### src/design/swm_pkg.sv
// ----------------------------------------------------------------------------
// swm_pkg
// Shared types and constants of the sliding-window maximum core.
// ----------------------------------------------------------------------------
package swm_pkg;

    localparam int CFG_W = 7;

    typedef struct packed {
        logic step;
        logic shift;
        logic clear;
    } t_swm_ctl;

endpackage

### src/design/swm_cell.sv
// ----------------------------------------------------------------------------
// swm_cell
// One candidate slot of the queue: holds value, age and valid, compares
// against the incoming sample and takes data from its right neighbor.
// ----------------------------------------------------------------------------
module swm_cell #(
    parameter int SAMPLE_BITS = 32,
    parameter int AGE_W       = 6
) (
    input  logic                          i_clk,
    input  logic                          i_rst_n,
    input  swm_pkg::t_swm_ctl             i_ctl,
    input  logic signed [SAMPLE_BITS-1:0] i_sample,
    input  logic                          i_left_keep,
    input  logic                          i_right_valid,
    input  logic signed [SAMPLE_BITS-1:0] i_right_value,
    input  logic [AGE_W-1:0]              i_right_age,
    output logic                          o_valid,
    output logic signed [SAMPLE_BITS-1:0] o_value,
    output logic [AGE_W-1:0]              o_age,
    output logic                          o_keep
);
    import swm_pkg::*;

    logic                          r_valid;
    logic signed [SAMPLE_BITS-1:0] r_value;
    logic [AGE_W-1:0]              r_age;
    logic                          n_valid;
    logic signed [SAMPLE_BITS-1:0] n_value;
    logic [AGE_W-1:0]              n_age;

    logic                          src_valid;
    logic signed [SAMPLE_BITS-1:0] src_value;
    logic [AGE_W-1:0]              src_age;
    logic [AGE_W:0]                age_inc;
    logic                          keep;

    always_comb begin
        src_valid = i_ctl.shift ? i_right_valid : r_valid;
        src_value = i_ctl.shift ? i_right_value : r_value;
        src_age   = i_ctl.shift ? i_right_age   : r_age;
        if (i_ctl.clear) begin
            src_valid = 1'b0;
        end
        age_inc = {1'b0, src_age} + (AGE_W+1)'(1);
        keep    = src_valid && !(i_sample > src_value);
    end

    always_comb begin
        n_valid = r_valid;
        n_value = r_value;
        n_age   = r_age;
        if (i_ctl.step) begin
            n_valid = keep | i_left_keep;
            n_value = keep ? src_value : i_sample;
            n_age   = keep ? age_inc[AGE_W-1:0] : '0;
        end else if (i_ctl.shift) begin
            n_valid = src_valid;
            n_value = src_value;
            n_age   = src_age;
        end
    end

    always_ff @(posedge i_clk) begin
        if (!i_rst_n) begin
            r_valid <= 1'b0;
        end else begin
            r_valid <= n_valid;
        end
        r_value <= n_value;
        r_age   <= n_age;
    end

    assign o_valid = r_valid;
    assign o_value = r_value;
    assign o_age   = r_age;
    assign o_keep  = keep;

endmodule

### config.mk
export PLATFORM = sky130hd
export DESIGN_NAME = swm_cell
export DESIGN_NICKNAME = d
export VERILOG_FILES = /design/src/design/swm_pkg.sv /design/src/design/swm_cell.sv
export SDC_FILE = /design/constraint.sdc
export NUM_CORES = 1
export LEC_CHECK = 0
export ABC_AREA = 1
export BUFFER_PORTS_ARGS = -buffer_cell sky130_fd_sc_hd__buf_2
export CAP_MARGIN = 25
export CORE_UTILIZATION = 49
export CTS_BUF_LIST = sky130_fd_sc_hd__clkbuf_8 sky130_fd_sc_hd__clkbuf_16
export DETAILED_ROUTE_END_ITERATION = 10
export GPL_TIMING_DRIVEN = 0
export PLACE_DENSITY = 0.89
export SLEW_MARGIN = 0
export SYNTH_ARGS = -nofsm -noshare
export SYNTH_HDL_FRONTEND = slang
export SYNTH_SLANG_ARGS = --single-unit
### constraint.sdc
create_clock -name i_clk -period 3.2 [get_ports i_clk]
set_input_delay 0.32 -clock i_clk [delete_from_list [all_inputs] [get_ports i_clk]]
set_output_delay 0.32 -clock i_clk [all_outputs]
set_load 0.03 [all_outputs]
==> qor.yml, run 1 <==
global_routing:
  grt_util_all_layers_pct: 24.2
  grt_overflow: 0
  grt_antenna_before_repair: 0
  grt_first_pass_wirelength_microns: 11700
  grt_pass1_vias: 2642
  grt_max_degree: 22
logic_synthesis:
  synth_area_sq_um: 2870
  synthAdderAreaFrac_pct: 14.4
  postSynthAreaPerCell_sq_um: 9.36
  synthArstFlopShare_pct: 0
  synth-xor-area-share_pct: 0.609
  synth_seq_cells: 39
  synth_edf_count: 38
  synth_cells: 307
  yosysSeqAreaShare_pct: 40.4
  yosys_warnings: 0
  synth_top_family_by_area: "simple AND/OR/NAND/NOR gates"
  synth_ff_type: "edfxtp_1"
  synthSimpleGateAreaFrac_pct: 16.4
  synth_mux_area_share_pct: 11.8
  synth_fp_nets: 417
  yosysUniqueCellTypes: 29
  synth-compound-area-share_pct: 11.0
route:
  drt-pass1-iter-count: 4
  wire_per_inst_microns: 14.2
  num_vias: 2711
  routed_wl_microns: 7140
  vias_per_cell: 5.39
  drtAntennaViolNets: 0
  drcViolationCount: 0
  drtIter0Drc: 128
place:
  globalplace.congestion: 0.813
  place_inst: 495
  hpwlAfterDp_microns: 5700
  pre_cts_ws_ns: -0.332
  port_buffers: 115
die:
  die_h_microns: 78.6
  fp-row-count: 27
  die_area_sq_um: 6180
  pin_count: 117
  coreArea_sq_um: 5570
  die_w_microns: 78.6
  start_util_pct: 51.6
clock_tree:
  clk_pin_slew_worst_paths_ns: 0.09
  ctsHtreeMaxLevel: 2
  ctsResizeCount: 4
  cts_sinks: 39
  clk_path_buf_depth: 2
  cts_hold_buffers: 0
  clkLatencyLatePin_ns: 0.29
  cts_root_buf: "clkbuf_8"
  cts_tree: "done"
  post_cts_buffers: 0
  cts-buffers-inserted: 5
timing:
  hold_viol: 0
  setup_tns_ns: 0
  setup_ws_ns: 0.272
  rsz0062_at_grt: "false"
  finalMaxSlewViolations: 0
  slew_headroom_pct: 46.1
  finalClockSkew_ns: 0.0140
  setup_viol: 0
  fmax_ghz: 0.342
  layout_min_cycle_time_ns: 2.93
  fin_crit_sh_pct: 91.5
  tightest_slew_ns: 0.807
power:
  power_leakage_uw: 0.00188
  vdd_drop_max_uv: 179
  power_density_nw_per_um2: 436
final_layout:
  final_util_pct: 65.9
  instances_no_fill: 503
  fill_cells: 475
  nets: 540
  area_delta_synth_final_pct: 27.9
  drive_gt1_share_pct: 33.6
  diodes: 0
worst_setup_path:
  critPathCaptureType: "output port"
  path_class: "in2out"
  crit_path_max_fanout: 10
  critPathRequiredTime_ns: 2.88
  r2r_cells: 17
  startpoint_type: "primary input"
  cp.arrival_ns: 2.61
outcome:
  status: "finished clean"
worst_hold_path:
  hp-class: "in2reg"
  whs_path_depth: 3
run:
  drv_cap: 0
## per-layer routing
layer / GRT usage [%] / share of wire, %
met5: 0 / 0
met4: 9.63 / 1.4
met3: 2.79 / 4.2
met2: 43.0 / 51
met1: 29.6 / 44
## state kept, by name, summed over array words and instances, names as in the netlist
signal	flops
o_valid	1
o_value	32
o_age	6
## critical path: stages
cell and delay (ns):
buf_2 0.13, buf_4 0.23, buf_6 0.20, mux2i_1 0.25, ha_1 0.29, a21o_1 0.19
o21ai_1 0.12, nand2_1 0.09, a21oi_1 0.19, nand3_1 0.11, nand3_2 0.10, nand2_2 0.07
inv_1 0.11, buf_2 0.21
## final timing paths
check                            startpoint     endpoint  slack, ns
worst min register to register      o_valid      o_valid       0.51
worst max-delay path               i_ctl[1]       o_keep       0.27
worst min-delay path                i_rst_n      o_valid       0.23
worst max register to register  o_value[23]  o_value[10]       0.61
## kinds of logic (layout without fill, tap and decap cells)
logic type,after synthesis,count (layout)
XOR/XNOR,2,2
AO/OA/AOI/OAI,60,60
multiplexers,34,34
AND/OR/NAND/NOR,109,109
adder cells (fa/ha/maj),33,33
flip-flops,39,39
buffers and inverters,30,154
## cells in the final DEF, fill, tap and decap left out, types with 2 or more instances in the layout
cell,netlist,routed
ha_1,33,33
clkbuf_8,0,5
nand2_2,2,2
nor2_1,14,14
a21o_1,2,2
nand2_1,76,76
nand4_1,3,3
nand3_1,5,5
clkbuf_2,0,2
mux2i_1,34,34
o21ai_1,13,13
nor3b_2,3,3
o21a_1,2,2
inv_1,17,17
clkinv_2,0,3
buf_6,5,8
a21oi_1,15,15
o21ai_0,26,26
edfxtp_1,38,38
buf_2,4,115
or2_2,2,2
## per-stage QoR
stage | total power [uW] | hold WS (ns) | area [sq um]
2_1_floorplan | 1090 | 0.429 | 2870
3_3_place_gp | 1250 | 0.470 | 3540
3_5_place_dp | 1280 | 0.491 | 3570
4_1_cts | 1610 | 0.223 | 3660
5_1_grt | 1700 | 0.217 | 3670
6_report | 1600 | 0.229 | 3670
## cell usage after synthesis, types with 3 or more instances
cell,instances,area (sq um)
o21ai_0,26,130
a21oi_1,15,75.1
edfxtp_1,38,1140
nor2_1,14,52.6
buf_2,4,20.0
nand2_1,76,285
buf_6,5,56.3
nand3_1,5,25.0
o21ai_1,13,65.1
nor3b_2,3,37.5
clkbuf_1,3,11.3
mux2i_1,34,340
inv_1,17,63.8
nand4_1,3,18.8
ha_1,33,413
## where the power goes
group	switching [uW]	internal, uW	total [uW]
Clock	176	149	325
Sequential	34.7	644	679
Combinational	376	221	597
## area by class of cell
class / instances / area [sq um] / area share [%]
multi-input combinational: 238 / 1560 / 42.4
sequential: 39 / 1160 / 31.6
timing repair buffer: 116 / 603 / 16.4
buffer: 12 / 111 / 3.03
tap: 72 / 90.1 / 2.45
clock buffer: 5 / 68.8 / 1.87
inverter: 18 / 67.6 / 1.84
clock inverter: 3 / 15.0 / 0.409
Power figures use the tool's default switching activity.
==> inputs of run 2 (changes only) <==
--- a/config.mk
+++ b/config.mk
@@ -12,7 +12,7 @@
 export CTS_BUF_LIST = sky130_fd_sc_hd__clkbuf_8 sky130_fd_sc_hd__clkbuf_16
 export DETAILED_ROUTE_END_ITERATION = 10
 export GPL_TIMING_DRIVEN = 0
-export PLACE_DENSITY = 0.89
+export PLACE_DENSITY = 0.78
 export SLEW_MARGIN = 0
 export SYNTH_ARGS = -nofsm -noshare
 export SYNTH_HDL_FRONTEND = slang
==> qor.yml, run 2 (same netlist as run 1, synthesis figures left out) <==
power:
  power_density_nw_per_um2: 438
  vdd_drop_max_uv: 228
  p_total_uw: 1600
  power_leakage_uw: 0.00186
run:
  drv_cap: 0
global_routing:
  grt_pass1_vias: 2468
  grt_antenna_before_repair: 0
  grt_max_degree: 39
  use_met3_pct: 3.72
  grt_util_all_layers_pct: 22.7
  top_usage_layer: "met2"
  met2_usage_pct: 40.1
  grt_overflow: 0
  grt_use_met1_pct: 28.2
  grt_first_pass_wirelength_microns: 10800
worst_setup_path:
  startpoint_type: "primary input"
  critPathCaptureType: "output port"
  cp.arrival_ns: 2.63
  path_class: "in2out"
  crit_path_max_fanout: 10
  critPathRequiredTime_ns: 2.88
final_layout:
  area_delta_synth_final_pct: 26.9
  stdcell_area_sq_um: 3650
  instances_no_fill: 502
  final_cell_mix: "buf_2 (115), nand2_1 (76), edfxtp_1 (38), mux2i_1 (34), ha_1 (33)"
  diodes: 0
  largest_reg_flops: 32
  drive_gt1_share_pct: 33.7
  nets: 539
  final_common_cell: "buf_2"
outcome:
  status: "finished clean"
worst_hold_path:
  hp-class: "in2reg"
route:
  num_vias: 2587
  drtIter0Drc: 79
  drt-pass1-iter-count: 4
  vias_per_cell: 5.15
  routed_wl_microns: 6810
  drtAntennaViolNets: 0
  wire_per_inst_microns: 13.6
  drcViolationCount: 0
clock_tree:
  cts-buffers-inserted: 5
  clkLatencyLatePin_ns: 0.29
  cts_tree: "done"
  post_cts_buffers: 0
  cts_hold_buffers: 0
  clk_path_buf_depth: 2
  clk_pin_slew_worst_paths_ns: 0.08
  cts_sinks: 39
  ctsHtreeMaxLevel: 2
  cts_root_buf: "clkbuf_8"
timing:
  tightest_slew_ns: 0.844
  layout_min_cycle_time_ns: 2.95
  rsz0062_at_grt: "false"
  fin_crit_sh_pct: 92.3
  fmax_ghz: 0.338
  setup_viol: 0
  whs_ns: 0.239
  setup_ws_ns: 0.246
  finalClockSkew_ns: 0.00629
  finalMaxSlewViolations: 0
  slew_headroom_pct: 43.7
  hold_viol: 0
die:
  die_area_sq_um: 6180
  coreArea_sq_um: 5570
  die_w_microns: 78.6
  start_util_pct: 51.6
  pin_count: 117
  fp-row-count: 27
  die_h_microns: 78.6
place:
  globalplace.congestion: 0.823
  dpl-instance-area_sq_um: 3540
  pre_cts_ws_ns: -0.357
  port_buffers: 115
  place_inst: 494
  hpwlAfterDp_microns: 5310
## run 2: critical path, cell delays in order
cell     delay (ns)
buf_2          0.13
buf_4          0.23
buf_6          0.20
mux2i_1        0.28
ha_1           0.30
a21o_1         0.19
o21ai_1        0.12
nand2_1        0.09
a21oi_1        0.18
nand3_1        0.11
nand3_2        0.10
nand2_2        0.07
inv_1          0.10
buf_2          0.20
## run 2: repair_timing
item,CTS,global route
resized for setup,4,7
hold endpoints to repair,0,0
endpoints found under the setup margin,21,36
## run 2: path summary, 6_finish.rpt
path / startpoint / end / slack, ns / cells after the start
max: i_ctl[1] / o_keep / 0.25 / 14
min: i_rst_n / o_valid / 0.24 / 3
max reg2reg: o_value[19] / o_value[25] / 0.58 / 15
min reg2reg: o_valid / o_valid / 0.50 / 2
## run 2: metal layers
metal	wire, microns	up-vias	share of wire [%]
met4	34	0	0.50
met2	3390	76	50
met1	3050	1183	45
li1	-	1326	-
met5	0	-	0
met3	330	2	4.8
## run 2: metrics by stage
step           utilization, %  TNS (ns)
2_1_floorplan               -         0
3_3_place_gp             63.5     -7.72
3_5_place_dp             63.5    -10.46
4_1_cts                  65.2         0
5_1_grt                  65.4         0
6_report                 65.4         0
## run 2: final cells by class
| cell class | count | area [sq um] |
|---|---|---|
| flip-flops and latches | 39 | 1160 |
| inverters | 18 | 67.6 |
| multi-input cells | 238 | 1560 |
| clock buffers | 5 | 68.8 |
| well taps | 72 | 90.1 |
| plain buffers | 12 | 111 |
| fillers | 485 | 1930 |
| clock inverters | 3 | 15.0 |
| repair buffers | 115 | 576 |
## run 2: power breakdown
part / switching (uW) / internal, uW / leakage (uW) / total, uW
Clock: 180 / 149 / 0.0000477 / 329
Combinational: 374 / 217 / 0.00141 / 591
Sequential: 31.6 / 644 / 0.000407 / 676
Total: 586 / 1010 / 0.00186 / 1600
